`src/rtl/esr_pkg.sv`:
```
`default_nettype none
package esr_pkg;

  localparam int SUBSCRIBERS_DEF = 8;
  localparam int QUEUE_DEPTH_DEF = 4;

  localparam int EV_W   = 16;
  localparam int HD_W   = 8;
  localparam int TAG_W  = 32;
  localparam int ARG_W  = 32;
  localparam int SLOT_W = 8;
  localparam int REM_W  = 4;
  localparam int ST_W   = 3;
  localparam int CMD_W  = 3;
  localparam int ENT_W  = EV_W + HD_W + TAG_W;
  localparam int QENT_W = EV_W + ARG_W;

  localparam logic [CMD_W-1:0] CMD_SUB      = 3'd0;
  localparam logic [CMD_W-1:0] CMD_UNSUB    = 3'd1;
  localparam logic [CMD_W-1:0] CMD_UNSLOT   = 3'd2;
  localparam logic [CMD_W-1:0] CMD_PUB      = 3'd3;
  localparam logic [CMD_W-1:0] CMD_PUBSYNC  = 3'd4;
  localparam logic [CMD_W-1:0] CMD_DISPATCH = 3'd5;

  localparam logic [ST_W-1:0] ST_OK      = 3'd0;
  localparam logic [ST_W-1:0] ST_NOSUB   = 3'd1;
  localparam logic [ST_W-1:0] ST_INVALID = 3'd2;
  localparam logic [ST_W-1:0] ST_NOTFND  = 3'd3;
  localparam logic [ST_W-1:0] ST_NOROOM  = 3'd4;

  typedef enum logic [3:0] {
    S_CLEAR,
    S_IDLE,
    S_QREAD,
    S_QWAIT,
    S_SCAN,
    S_SCANW,
    S_NOTE,
    S_PUSH,
    S_STATUS,
    S_OUT
  } state_t;

endpackage
`default_nettype wire

```
`src/rtl/esr_ram.sv`:
```
`default_nettype none
module esr_ram #(
  parameter int WIDTH = 8,
  parameter int DEPTH = 8
) (
  input  wire logic                     clk,
  input  wire logic                     we,
  input  wire logic [$clog2(DEPTH)-1:0] waddr,
  input  wire logic [WIDTH-1:0]         wdata,
  input  wire logic [$clog2(DEPTH)-1:0] raddr,
  output logic      [WIDTH-1:0]         rdata
);
  logic [WIDTH-1:0] mem [DEPTH];

  always_ff @(posedge clk) begin
    if (we) begin
      mem[waddr] <= wdata;
    end
    rdata <= mem[raddr];
  end
endmodule
`default_nettype wire

```
`src/rtl/event_subscriber_router_core.sv`:
```
`default_nettype none
// Channel   Direction  Contents
// in_       slave      command transaction
// out_      master     notification and status transactions
//
// Each walking command reads the subscriber table one slot at a time through a
// registered-read RAM; unsubscribe by slot clears its entry straight from idle. Publish
// sync with a subscriber walks the table twice and sends one notification per match in
// the second walk; dispatch does the same for each queued event. After reset a clearing
// pass writes every table slot before a command is taken. A result waits in the output
// register while out_tready is low; the walk stalls.
module event_subscriber_router_core #(
  parameter int SUBSCRIBERS = esr_pkg::SUBSCRIBERS_DEF,
  parameter int QUEUE_DEPTH = esr_pkg::QUEUE_DEPTH_DEF
) (
  input  wire logic         clk,
  input  wire logic         rst_n,
  input  wire logic         in_tvalid,
  output logic              in_tready,
  // command[2:0], event_code[18:3], handler[26:19], user_tag[58:27], tag_given[59],
  // slot[67:60], arg[99:68], zero[103:100]
  input  wire logic [103:0] in_tdata,
  output logic              out_tvalid,
  input  wire logic         out_tready,
  // kind[0], status[3:1], slot_out[11:4], handler_out[19:12], tag_out[51:20],
  // event_out[67:52], remaining[71:68], arg_out[103:72]
  output logic [103:0]      out_tdata,
  output logic              out_tlast
);
  localparam int SA_W = (SUBSCRIBERS > 1) ? $clog2(SUBSCRIBERS) : 1;
  localparam int SD   = (SUBSCRIBERS > 1) ? SUBSCRIBERS : 2;
  localparam int QA_W = (QUEUE_DEPTH > 1) ? $clog2(QUEUE_DEPTH) : 1;
  localparam int QD   = (QUEUE_DEPTH > 1) ? QUEUE_DEPTH : 2;
  localparam int QC_W = $clog2(QUEUE_DEPTH + 1);
  localparam int SC_W = $clog2(SUBSCRIBERS + 1);
  localparam int EV_W = esr_pkg::EV_W;
  localparam int HD_W = esr_pkg::HD_W;
  localparam int TAG_W = esr_pkg::TAG_W;
  localparam int ARG_W = esr_pkg::ARG_W;

  esr_pkg::state_t state_r, state_nxt;

  logic [esr_pkg::CMD_W-1:0] cmd_r;
  logic [EV_W-1:0]  ev_r;
  logic [HD_W-1:0]  hd_r;
  logic [TAG_W-1:0] tag_r;
  logic             tg_r;
  logic [7:0]       slot_r;
  logic [ARG_W-1:0] arg_r;

  logic [SA_W:0]    idx_r;
  logic             pass_r;
  logic [SC_W-1:0]  cnt_r;
  logic             found_r, done_r;
  logic [esr_pkg::ST_W-1:0] st_r;
  logic [7:0]       stslot_r;
  logic [QA_W-1:0]  head_r;
  logic [QC_W-1:0]  qcnt_r;
  logic             disp_r;

  logic [103:0]     odata_r;
  logic             ovalid_r, olast_r;

  logic             s_we;
  logic [SA_W-1:0]  s_waddr, s_raddr;
  logic [esr_pkg::ENT_W-1:0] s_wdata, s_rdata;
  logic             q_we;
  logic [QA_W-1:0]  q_waddr, q_raddr;
  logic [esr_pkg::QENT_W-1:0] q_rdata;

  esr_ram #(.WIDTH(esr_pkg::ENT_W), .DEPTH(SD)) u_sub (
    .clk(clk), .we(s_we), .waddr(s_waddr), .wdata(s_wdata),
    .raddr(s_raddr), .rdata(s_rdata)
  );
  esr_ram #(.WIDTH(esr_pkg::QENT_W), .DEPTH(QD)) u_q (
    .clk(clk), .we(q_we), .waddr(q_waddr), .wdata({arg_r, ev_r}),
    .raddr(q_raddr), .rdata(q_rdata)
  );

  logic [EV_W-1:0]  e_ev;
  logic [HD_W-1:0]  e_hd;
  logic [TAG_W-1:0] e_tag;
  assign e_ev  = s_rdata[EV_W-1:0];
  assign e_hd  = s_rdata[EV_W+HD_W-1:EV_W];
  assign e_tag = s_rdata[esr_pkg::ENT_W-1:EV_W+HD_W];

  logic [SA_W-1:0] cur;
  logic            last_idx;
  logic            sub_match, uns_match;
  assign cur = idx_r[SA_W-1:0];
  assign last_idx = (idx_r == (SA_W+1)'(SUBSCRIBERS - 1));
  assign sub_match = (e_hd != '0) && (e_ev == ev_r) && (ev_r != '0);
  assign uns_match = ((ev_r == '0) || (e_ev == ev_r)) &&
                     ((hd_r == '0) || ((e_hd == hd_r) && (!tg_r || e_tag == tag_r)));

  logic [7:0]                rem_full;
  logic [esr_pkg::REM_W-1:0] rem_sat;
  assign rem_full = 8'(cnt_r) - 8'd1;
  assign rem_sat  = (rem_full > 8'd15) ? 4'd15 : rem_full[3:0];

  logic [QA_W-1:0] wptr;
  always_comb begin
    logic [QA_W:0] s;
    s = {1'b0, head_r} + (QA_W+1)'(qcnt_r);
    if (s >= (QA_W+1)'(QUEUE_DEPTH)) begin
      s = s - (QA_W+1)'(QUEUE_DEPTH);
    end
    wptr = s[QA_W-1:0];
  end

  logic [QA_W-1:0] head_inc;
  assign head_inc = (head_r == QA_W'(QUEUE_DEPTH - 1)) ? '0 : head_r + 1'b1;

  logic out_free;
  assign out_free = !ovalid_r || out_tready;

  logic oload;
  assign oload = out_free &&
                 ((state_r == esr_pkg::S_NOTE) || (state_r == esr_pkg::S_STATUS));

  always_comb begin
    state_nxt = state_r;
    unique case (state_r)
      esr_pkg::S_CLEAR:  if (last_idx) state_nxt = esr_pkg::S_IDLE;
      esr_pkg::S_IDLE: begin
        if (in_tvalid) begin
          unique case (in_tdata[2:0])
            esr_pkg::CMD_SUB: state_nxt = (in_tdata[26:19] == '0) ?
                                          esr_pkg::S_STATUS : esr_pkg::S_SCAN;
            esr_pkg::CMD_UNSUB: state_nxt = (in_tdata[18:3] == '0 && in_tdata[26:19] == '0) ?
                                            esr_pkg::S_STATUS : esr_pkg::S_SCAN;
            esr_pkg::CMD_UNSLOT, esr_pkg::CMD_DISPATCH: state_nxt = esr_pkg::S_STATUS;
            esr_pkg::CMD_PUB, esr_pkg::CMD_PUBSYNC: state_nxt = (in_tdata[18:3] == '0) ?
                                                    esr_pkg::S_STATUS : esr_pkg::S_SCAN;
            default: state_nxt = esr_pkg::S_STATUS;
          endcase
          if (in_tdata[2:0] == esr_pkg::CMD_DISPATCH) state_nxt = esr_pkg::S_QREAD;
        end
      end
      esr_pkg::S_QREAD:  state_nxt = (qcnt_r == '0) ? esr_pkg::S_STATUS : esr_pkg::S_QWAIT;
      esr_pkg::S_QWAIT:  state_nxt = esr_pkg::S_SCAN;
      esr_pkg::S_SCAN:   state_nxt = esr_pkg::S_SCANW;
      esr_pkg::S_SCANW: begin
        state_nxt = esr_pkg::S_SCAN;
        if (pass_r && sub_match) state_nxt = esr_pkg::S_NOTE;
        else if (last_idx || done_r) begin
          if (cmd_r == esr_pkg::CMD_PUB) state_nxt = esr_pkg::S_PUSH;
          else if (cmd_r == esr_pkg::CMD_PUBSYNC || cmd_r == esr_pkg::CMD_DISPATCH) begin
            if (!pass_r && (cnt_r != '0 || sub_match)) state_nxt = esr_pkg::S_SCAN;
            else if (cmd_r == esr_pkg::CMD_DISPATCH) state_nxt = esr_pkg::S_QREAD;
            else state_nxt = esr_pkg::S_STATUS;
          end else state_nxt = esr_pkg::S_STATUS;
        end
        if (cmd_r == esr_pkg::CMD_SUB && e_hd == '0) state_nxt = esr_pkg::S_STATUS;
        if (cmd_r == esr_pkg::CMD_UNSUB && uns_match && ev_r != '0 && hd_r != '0 && tg_r)
          state_nxt = esr_pkg::S_STATUS;
      end
      esr_pkg::S_NOTE: begin
        if (out_free) begin
          if (!last_idx) state_nxt = esr_pkg::S_SCAN;
          else if (cmd_r == esr_pkg::CMD_DISPATCH) state_nxt = esr_pkg::S_QREAD;
          else state_nxt = esr_pkg::S_STATUS;
        end
      end
      esr_pkg::S_PUSH:   state_nxt = esr_pkg::S_STATUS;
      esr_pkg::S_STATUS: if (out_free) state_nxt = esr_pkg::S_OUT;
      esr_pkg::S_OUT:    state_nxt = esr_pkg::S_IDLE;
      default:           state_nxt = esr_pkg::S_IDLE;
    endcase
  end

  assign in_tready = (state_r == esr_pkg::S_IDLE);

  always_comb begin
    s_we = 1'b0;
    s_waddr = cur;
    s_wdata = '0;
    s_raddr = cur;
    q_we = (state_r == esr_pkg::S_PUSH) && (st_r == esr_pkg::ST_OK);
    q_waddr = wptr;
    q_raddr = head_r;
    unique case (state_r)
      esr_pkg::S_CLEAR: s_we = 1'b1;
      esr_pkg::S_IDLE: begin
        s_waddr = in_tdata[60 +: SA_W];
        s_we = in_tvalid && (in_tdata[2:0] == esr_pkg::CMD_UNSLOT) &&
               (in_tdata[67:60] < 8'(SUBSCRIBERS));
      end
      esr_pkg::S_SCANW: begin
        if (cmd_r == esr_pkg::CMD_SUB && e_hd == '0) begin
          s_we = 1'b1;
          s_wdata = {tag_r, hd_r, ev_r};
        end
        if (cmd_r == esr_pkg::CMD_UNSUB && uns_match) s_we = 1'b1;
      end
      default: ;
    endcase
  end

  always_ff @(posedge clk) begin
    if (!rst_n) begin
      state_r <= esr_pkg::S_CLEAR;
      idx_r <= '0;
      head_r <= '0;
      qcnt_r <= '0;
      ovalid_r <= 1'b0;
    end else begin
      state_r <= state_nxt;
      if (oload) ovalid_r <= 1'b1;
      else if (out_tready) ovalid_r <= 1'b0;
      unique case (state_r)
        esr_pkg::S_CLEAR: idx_r <= idx_r + 1'b1;
        esr_pkg::S_IDLE: begin
          idx_r <= '0;
          pass_r <= 1'b0;
          cnt_r <= '0;
          found_r <= 1'b0;
          done_r <= 1'b0;
          stslot_r <= '0;
          if (in_tvalid) begin
            cmd_r <= in_tdata[2:0];
            ev_r <= in_tdata[18:3];
            hd_r <= in_tdata[26:19];
            tag_r <= in_tdata[58:27];
            tg_r <= in_tdata[59];
            slot_r <= in_tdata[67:60];
            arg_r <= in_tdata[99:68];
            st_r <= esr_pkg::ST_INVALID;
            unique case (in_tdata[2:0])
              esr_pkg::CMD_SUB: st_r <= (in_tdata[26:19] == '0) ?
                                        esr_pkg::ST_INVALID : esr_pkg::ST_NOROOM;
              esr_pkg::CMD_UNSLOT: st_r <= (in_tdata[67:60] < 8'(SUBSCRIBERS)) ?
                                           esr_pkg::ST_OK : esr_pkg::ST_INVALID;
              esr_pkg::CMD_DISPATCH: st_r <= esr_pkg::ST_OK;
              default: ;
            endcase
          end
        end
        esr_pkg::S_QREAD: begin
          if (qcnt_r != '0) begin
            head_r <= head_inc;
            qcnt_r <= qcnt_r - 1'b1;
          end
          idx_r <= '0;
          pass_r <= 1'b0;
          cnt_r <= '0;
        end
        esr_pkg::S_QWAIT: begin
          ev_r <= q_rdata[EV_W-1:0];
          arg_r <= q_rdata[esr_pkg::QENT_W-1:EV_W];
        end
        esr_pkg::S_SCANW: begin
          if (!pass_r && sub_match) cnt_r <= cnt_r + 1'b1;
          if (cmd_r == esr_pkg::CMD_UNSUB && uns_match) found_r <= 1'b1;
          if (cmd_r == esr_pkg::CMD_SUB && e_hd == '0) begin
            st_r <= esr_pkg::ST_OK;
            stslot_r <= 8'(cur);
          end
          if (!(pass_r && sub_match)) begin
            if (last_idx) begin
              idx_r <= '0;
              if (!pass_r && (cnt_r != '0 || sub_match) && cmd_r != esr_pkg::CMD_PUB)
                pass_r <= 1'b1;
            end else idx_r <= idx_r + 1'b1;
            if (last_idx) begin
              unique case (cmd_r)
                esr_pkg::CMD_UNSUB: st_r <= (found_r || uns_match) ?
                                           esr_pkg::ST_OK : esr_pkg::ST_NOTFND;
                esr_pkg::CMD_PUB:
                  st_r <= ((cnt_r == '0) && !sub_match) ? esr_pkg::ST_NOSUB :
                          (qcnt_r >= QC_W'(QUEUE_DEPTH)) ? esr_pkg::ST_NOROOM : esr_pkg::ST_OK;
                esr_pkg::CMD_PUBSYNC, esr_pkg::CMD_DISPATCH:
                  st_r <= (!pass_r && cnt_r == '0 && !sub_match) ?
                          esr_pkg::ST_NOSUB : esr_pkg::ST_OK;
                default: ;
              endcase
            end
          end
          if (cmd_r == esr_pkg::CMD_UNSUB && uns_match && ev_r != '0 && hd_r != '0 && tg_r)
            st_r <= esr_pkg::ST_OK;
        end
        esr_pkg::S_NOTE: begin
          if (out_free) begin
            olast_r <= 1'b0;
            odata_r <= {arg_r, rem_sat, ev_r, e_tag, e_hd, 8'(cur),
                        esr_pkg::ST_OK, 1'b1};
            cnt_r <= cnt_r - 1'b1;
            if (last_idx) idx_r <= '0;
            else idx_r <= idx_r + 1'b1;
            if (last_idx) st_r <= esr_pkg::ST_OK;
          end
        end
        esr_pkg::S_PUSH: if (st_r == esr_pkg::ST_OK) qcnt_r <= qcnt_r + 1'b1;
        esr_pkg::S_STATUS: begin
          if (out_free) begin
            olast_r <= 1'b1;
            odata_r <= {32'd0, 4'd0, 16'd0, 32'd0, 8'd0, stslot_r, st_r, 1'b0};
          end
        end
        default: ;
      endcase
    end
  end

  assign out_tvalid = ovalid_r;
  assign out_tdata  = odata_r;
  assign out_tlast  = olast_r;

  logic unused;
  assign unused = ^{slot_r, in_tdata[103:100]};
endmodule
`default_nettype wire
```
`config.mk`:
```
export PLATFORM = sky130hd
export DESIGN_NAME = event_subscriber_router_core
export DESIGN_NICKNAME = d
export VERILOG_FILES = /design/src/rtl/esr_pkg.sv /design/src/rtl/esr_ram.sv /design/src/rtl/event_subscriber_router_core.sv
export SDC_FILE = /design/constraint.sdc
export NUM_CORES = 1
export LEC_CHECK = 0
export BUFFER_PORTS_ARGS = -buffer_cell sky130_fd_sc_hd__buf_2
export CAP_MARGIN = 20
export CORE_MARGIN = 5
export CORE_UTILIZATION = 60
export DETAILED_ROUTE_END_ITERATION = 7
export HOLD_SLACK_MARGIN = 0.06
export PLACE_DENSITY = 0.9
export REMOVE_ABC_BUFFERS = 1
export SYNTH_ARGS = -nofsm -noshare
export SYNTH_HDL_FRONTEND = slang
export SYNTH_SLANG_ARGS = --single-unit
```
`constraint.sdc`:
```
create_clock -name clk -period 9 [get_ports clk]
set_input_delay 0.45 -clock clk [delete_from_list [all_inputs] [get_ports clk]]
set_output_delay 0.45 -clock clk [all_outputs]
set_load 0.01 [all_outputs]
```
== Word-level counts from Yosys, hierarchy flattened ==
Memory sizes are Yosys's and may differ from the RTL's. A register that Yosys moved wholly into a read port is not among the register bits.
Index checks and enable logic that the tools add are counted.

* Equality and inequality tests: 36
* $add $sub $neg: 9
* $lt $le $gt $ge: 4
* Muxes and demuxes: 79
* Reduce and logical (&&, ||, !) cells: 73

{| class="wikitable"
|+ Operators with widths
! cell !! count
|-
| $mux 104 || 2
|-
| $pmux 104 s2 || 1
|-
| $mux 56 || 2
|-
| $mux 4 || 24
|-
| $pmux 32 s2 || 1
|-
| $mux 3 || 13
|-
| $pmux 4 s9 || 1
|-
| $eq 32x32->1 || 1
|-
| $logic_not 16->1 || 2
|-
| $mux 32 || 1
|-
| $pmux 16 s2 || 1
|-
| $pmux 3 s3 || 3
|-
| $logic_not 8->1 || 3
|-
| $ne 2x2->1 const B || 12
|-
| $pmux 4 s3 || 2
|-
| $logic_and 1x1->1 || 21
|-
| $eq 4x3->1 const B || 5
|-
| $reduce_and 3->1 || 6
|-
| $eq 16x16->1 || 1
|-
| $mux 16 || 1
|-
| $pmux 4 s4 || 1
|-
| $pmux 8 s2 || 1
|-
| $reduce_bool 16->1 || 1
|-
| $reduce_bool 8->1 || 2
|-
| other kinds (38) || 93
|}

* Word-level logic and storage cells: 221
* Output and inout port bits: 107
* Register bits: 228
* Bits in writable memories: 640
* Memories: 2

{| class="wikitable"
|+ Memories
! name !! words !! width !! rd ports !! clocked after memory_dff !! wr ports !! line !! RTL
|-
| u_sub.mem || 8 || 56 || 1 || 1 || 1 || esr_ram.sv:13 || <nowiki>logic [WIDTH-1:0] mem [DEPTH];</nowiki>
|-
| u_q.mem || 4 || 48 || 1 || 1 || 1 || esr_ram.sv:13 ||
|}

== Depth between registers and ports, before layout ==
* Depth in word-level cells: 13
* Mapped depth: 10

== Cells and area by module ==
A second synthesis with hierarchy kept.

* Cell total of the unflattened synthesis: 1,794
* Area, all modules: 36,040.8 um2

{| class="wikitable"
|+ Modules (own cells, without submodules)
! module !! area each (um2) !! times used !! cells an instance
|-
| esr_ram at u_sub || 17,974.7 || 1 || 716
|-
| event_subscriber_router_core || 10,156.0 || 1 || 776
|-
| esr_ram at u_q || 7,910.1 || 1 || 302
|}

== Least setup slack after synthesis ==
No wires, ideal clock.

* Kind: flip-flop to flip-flop
* From: register state_r[1]
* To: register odata_r[0], in the netlist out_tdata[0], enable pin
* Stages on the path, launching flop included: 7
* Buffers on the path: 3
* Slack: 2,099 ps
* Period minus slack after synthesis: 6,901 ps
* Arrival: 6,309 ps
* Data required time: 8,408 ps
* Cells stage by stage: dfxtp_1 -> buf_1 -> nor3_1 -> nand2_1 -> clkbuf_1 -> clkbuf_1 -> a21oi_1

* Longest elaborated chain between the ends: 3
* Elaborated cells between the ends (all ways): 6

{| class="wikitable"
|+ Ends and longest elaborated chain
! what !! line !! RTL
|-
| from (decl) || event_subscriber_router_core.sv:41 || <nowiki>esr_pkg::state_t state_r, state_nxt;</nowiki>
|-
| from (signal assigned) || event_subscriber_router_core.sv:202 || <nowiki>state_r <= esr_pkg::S_CLEAR;</nowiki>
|-
| from (signal assigned) || event_subscriber_router_core.sv:208 || <nowiki>state_r <= state_nxt;</nowiki>
|-
| $eq 4x4->1 or $eq 4x3->1 (tied branches) || event_subscriber_router_core.sv:211 || <nowiki>unique case (state_r)</nowiki>
|-
| $ne 2x2->1 (no line) or $reduce_bool 2->1 (tied branches) || -- ||
|-
| $reduce_and 4->1 (no line) (*) || -- ||
|-
| to (signal assigned) || event_subscriber_router_core.sv:285 || <nowiki>odata_r <= {arg_r, rem_sat, ev_r, e_tag, e_hd, 8'(cur),</nowiki>
|-
| to (signal assigned) || event_subscriber_router_core.sv:297 || <nowiki>odata_r <= {32'd0, 4'd0, 16'd0, 32'd0, 8'd0, stslot_r, st_r, 1'b0};</nowiki>
|-
| to (decl) || event_subscriber_router_core.sv:61 || <nowiki>logic [103:0] odata_r;</nowiki>
|}

Every way passes the cells marked *; elsewhere a longest branch is shown, timed or not.
A chain may end at the register's enable or synchronous reset.

== Final worst setup path ==
* From: register tag_r[25]
* To: memory u_sub.mem[4][38] (netlist bit), enable pin

* Longest elaborated chain between the ends: 10

{| class="wikitable"
|+ Ends and longest elaborated chain
! what !! line !! RTL
|-
| from (decl) || event_subscriber_router_core.sv:46 || <nowiki>logic [TAG_W-1:0] tag_r;</nowiki>
|-
| from (signal assigned) || event_subscriber_router_core.sv:224 || <nowiki>tag_r <= in_tdata[58:27];</nowiki>
|-
| $eq 32x32->1 || event_subscriber_router_core.sv:94 || <nowiki>((hd_r == '0) || ((e_hd == hd_r) && (!tg_r || e_tag == tag_r)));</nowiki>
|-
| $logic_or 1x1->1 || event_subscriber_router_core.sv:94 ||
|-
| $logic_and 1x1->1 || event_subscriber_router_core.sv:94 ||
|-
| $logic_or 1x1->1 || event_subscriber_router_core.sv:94 ||
|-
| $logic_and 1x1->1 || event_subscriber_router_core.sv:93 || <nowiki>assign uns_match = ((ev_r == '0) || (e_ev == ev_r)) &&</nowiki>
|-
| $logic_and 1x1->1 || event_subscriber_router_core.sv:194 || <nowiki>if (cmd_r == esr_pkg::CMD_UNSUB && uns_match) s_we = 1'b1;</nowiki>
|-
| $mux 1 || event_subscriber_router_core.sv:194 ||
|-
| $pmux 1 s3 || event_subscriber_router_core.sv:182 || <nowiki>unique case (state_r)</nowiki>
|-
| $mux 1 || esr_ram.sv:16 || <nowiki>if (we) begin</nowiki>
|-
| $mux 1 (not written as such) || esr_ram.sv:17 || <nowiki>mem[waddr] <= wdata;</nowiki>
|-
| to (decl) || esr_ram.sv:13 ||
|}

No other way between the ends.

==> flow_summary.ini <==
[synthesis]
synthCells = 1815
synth_top_area_share_pct = 70.3
syn-cell-area_sq_mm = 0.0360
yosysSeqAreaShare_pct = 76.9
yosysTopAreaCell = edfxtp_1
synthTopCellsByArea = edfxtp_1, mux4_2, dfxtp_1, mux2_2, and2_1
synthFlopType = edfxtp_1
ys_ff_latch = 962
synth_cell_types = 57
synth_edf_count = 844
synthArstFlopShare_pct = 0
synth_warnings = 0
syn_area_per_cell_sq_um = 19.9

[critical_path]
reg2regPathDepth = 8
crit_type = register to register
max_stage_delay_ns = 0.84
cp.required_ns = 9.24
end_kind = register
slowest_stage = nor4_1
path_cells = xnor2_1 -> nand4_1 -> nor4_1 -> a21oi_1 -> o21ai_0 -> a31oi_1 -> nor2_4 -> buf_4
cp-start-kind = register
worst-path-max-fanout = 56
critPathArrivalTime_ns = 4.25

[power]
p_clk_share_pct = 40.5
p_comb_share_pct = 5.9
p_seq_share_pct = 53.6
p_switching_uw = 2030
irDropWorstVdd_v = 0.000237
switching_share_pct = 21.2
p_int_uw = 7520
leakage_uw = 0.0142
power_density_mw_per_mm2 = 230

[clock_network]
clock-sinks = 962
clockRootBuffer = clkbuf_16
cts_htree_levels = 3
numCtsBuffers = 91
clock_path_buffers = 3
cts_tree = yes
path_clk_slew_ns = 0.06
clk-insertion-delay-late_ns = 0.65

[sta]
fin_setup_tns_ns = 0
grt_setup_unrepaired = false
finalHoldViolCount = 0
setup_viol_count_final = 0
fin_crit_sh_pct = 44.6
layout_setup_ws_ns = 4.99
fmax_ghz = 0.249
final_max_slew_viol_count = 0
period_needed_ns = 4.01
max_slew_margin_pct = 31.4
worst_slew_pin_slew_ns = 1.03
worst_hold_slack_ns = 0.0978
skew_ns = 0.0371

[floorplanning]
die_h_um = 255
row_count = 89
die-area_sq_mm = 0.0651
initial_core_util_pct = 60.8
io_pins = 215
die_w_um = 255
fp.coreArea_sq_mm = 0.0592

[final_layout]
layout_common_cells = edfxtp_1, buf_2, mux4_2
area_growth_pct = 15.3
layout-drive-gt1-share_pct = 30.4
final_common_cell = edfxtp_1
nets = 2218
fillCellCount = 3402
finalNonFillerCells = 2954

[route]
via_count = 18100
drc = 0
wl_um = 79000
drtPass1Iterations = 5
ant_nets = 0
wl_per_cell_um = 26.7
avgViaCountPerCell = 6.12
drt_iter0_drc = 1780

[place]
routabilityCongestion = 0.834
placed_cells = 2737
port_buffers = 205
dpl.hpwl_um = 40900
dpl_worst_slack_ns = 4.94

[status]
status = completed

[global_routing]
grt_pass1_vias = 19100
antenna_found_initial = 5
grt_use_total_pct = 24.2
grt_max_degree = 97
grt-ovfl-total = 0
grt_pass1_wl_um = 118000

[flow_run]
maxCapViolCount = 0

[worst_hold_path]
hp-class = primary input to register
hold_path_depth = 1
==> cells in the mapped netlist, drive strengths merged (12+ instances only) <==
| cell type | instances |
|---|---|
| a21oi | 24 |
| a31oi | 12 |
| xnor2 | 62 |
| nand4 | 15 |
| o21ai | 15 |
| mux4 | 160 |
| dfxtp | 118 |
| edfxtp | 844 |
| inv | 12 |
| nor4 | 18 |
| clkbuf | 54 |
| mux2 | 105 |
| nand2 | 36 |
| nor2 | 45 |
| and2 | 148 |
| buf | 32 |
==> cells by family (layout without fill, tap and decap cells) <==
| family | count (synthesis) | after routing | share of synthesized area [%] |
|---|---|---|---|
| mux | 271 | 271 | 13.4 |
| simple gates | 330 | 330 | 5.25 |
| xor+xnor | 67 | 67 | 1.63 |
| flops | 962 | 962 | 76.9 |
| buf+inv | 99 | 459 | 1.10 |
| other cells | 1 | 7 | 0.0104 |
| fa+ha+maj | 8 | 8 | 0.319 |
| compound gates | 77 | 77 | 1.36 |
==> state kept, by name, summed over array words and instances (netlist names), 4 cells and up <==
signal,count
state_r,4
u_q.rdata,48
u_q.mem,192
ev_r,16
tag_r,32
hd_r,8
idx_r,4
cnt_r,4
arg_r,32
out_tdata,99
u_sub.rdata,56
u_sub.mem,448
==> per-stage QoR <==
step / total power (uW) / instance area, sq um / utilization (%)
2_1_floorplan: 5570 / 35700 / -
3_3_place_gp: 5710 / 38000 / 64.2
3_5_place_dp: 5740 / 38000 / 64.2
4_1_cts: 9590 / 41500 / 70.0
5_1_grt: 9840 / 41600 / 70.1
6_report: 9550 / 41600 / 70.2
==> critical path, delay by kind of cell, from the launching register on <==
kind	cells	cell delay, ns
compound gates	3	0.92
xor+xnor	1	0.19
flops	1	0.47
buf+inv	1	0.77
simple gates	3	1.22
==> final cells by class <==
type | instances | area, sq um | share of cell area [%]
clock buffer | 139 | 2660 | 6.40
multi-input combinational | 758 | 8070 | 19.4
clock inverter | 31 | 354 | 0.852
sequential | 962 | 27700 | 66.7
inverter | 13 | 48.8 | 0.117
timing repair buffer | 276 | 1730 | 4.17
tap | 773 | 967 | 2.33
antenna | 2 | 5.00 | 0.0120
==> final timing paths <==
check	slack, ns	end	start
setup / recovery	4.99	u_sub.mem[4][38]	tag_r[25]
hold / removal	0.1	cmd_r[1]	in_tdata[1]
setup reg to reg	4.99	u_sub.mem[4][38]	tag_r[25]
hold reg to reg	0.51	out_tdata[4]	stslot_r[0]
==> repair_timing <==
action                                 4_1_cts  5_1_grt
buffers inserted                             0        0
endpoints found under the hold margin       41        0
hold buffers                                41        0
resized for setup                            0        0
==> power by group through the flow <==
stage / Combinational, uW / Clock [uW] / Sequential [uW]
2_1_floorplan: 376 / 0 / 5200
3_3_place_gp: 521 / 0 / 5190
3_5_place_dp: 534 / 0 / 5200
4_1_cts: 565 / 3900 / 5120
5_1_grt: 605 / 4110 / 5130
6_report: 567 / 3870 / 5120
==> metal layers <==
| metal | GRT usage [%] | vias up | share of wire (%) |
|---|---|---|---|
| li1 | - | 7723 | - |
| met1 | 31.7 | 9307 | 37 |
| met2 | 42.4 | 889 | 53 |
| met3 | 4.41 | 160 | 7.4 |
| met4 | 7.22 | 6 | 2.9 |
| met5 | 0 | - | 0.052 |
(Power assumes the default switching activity.)
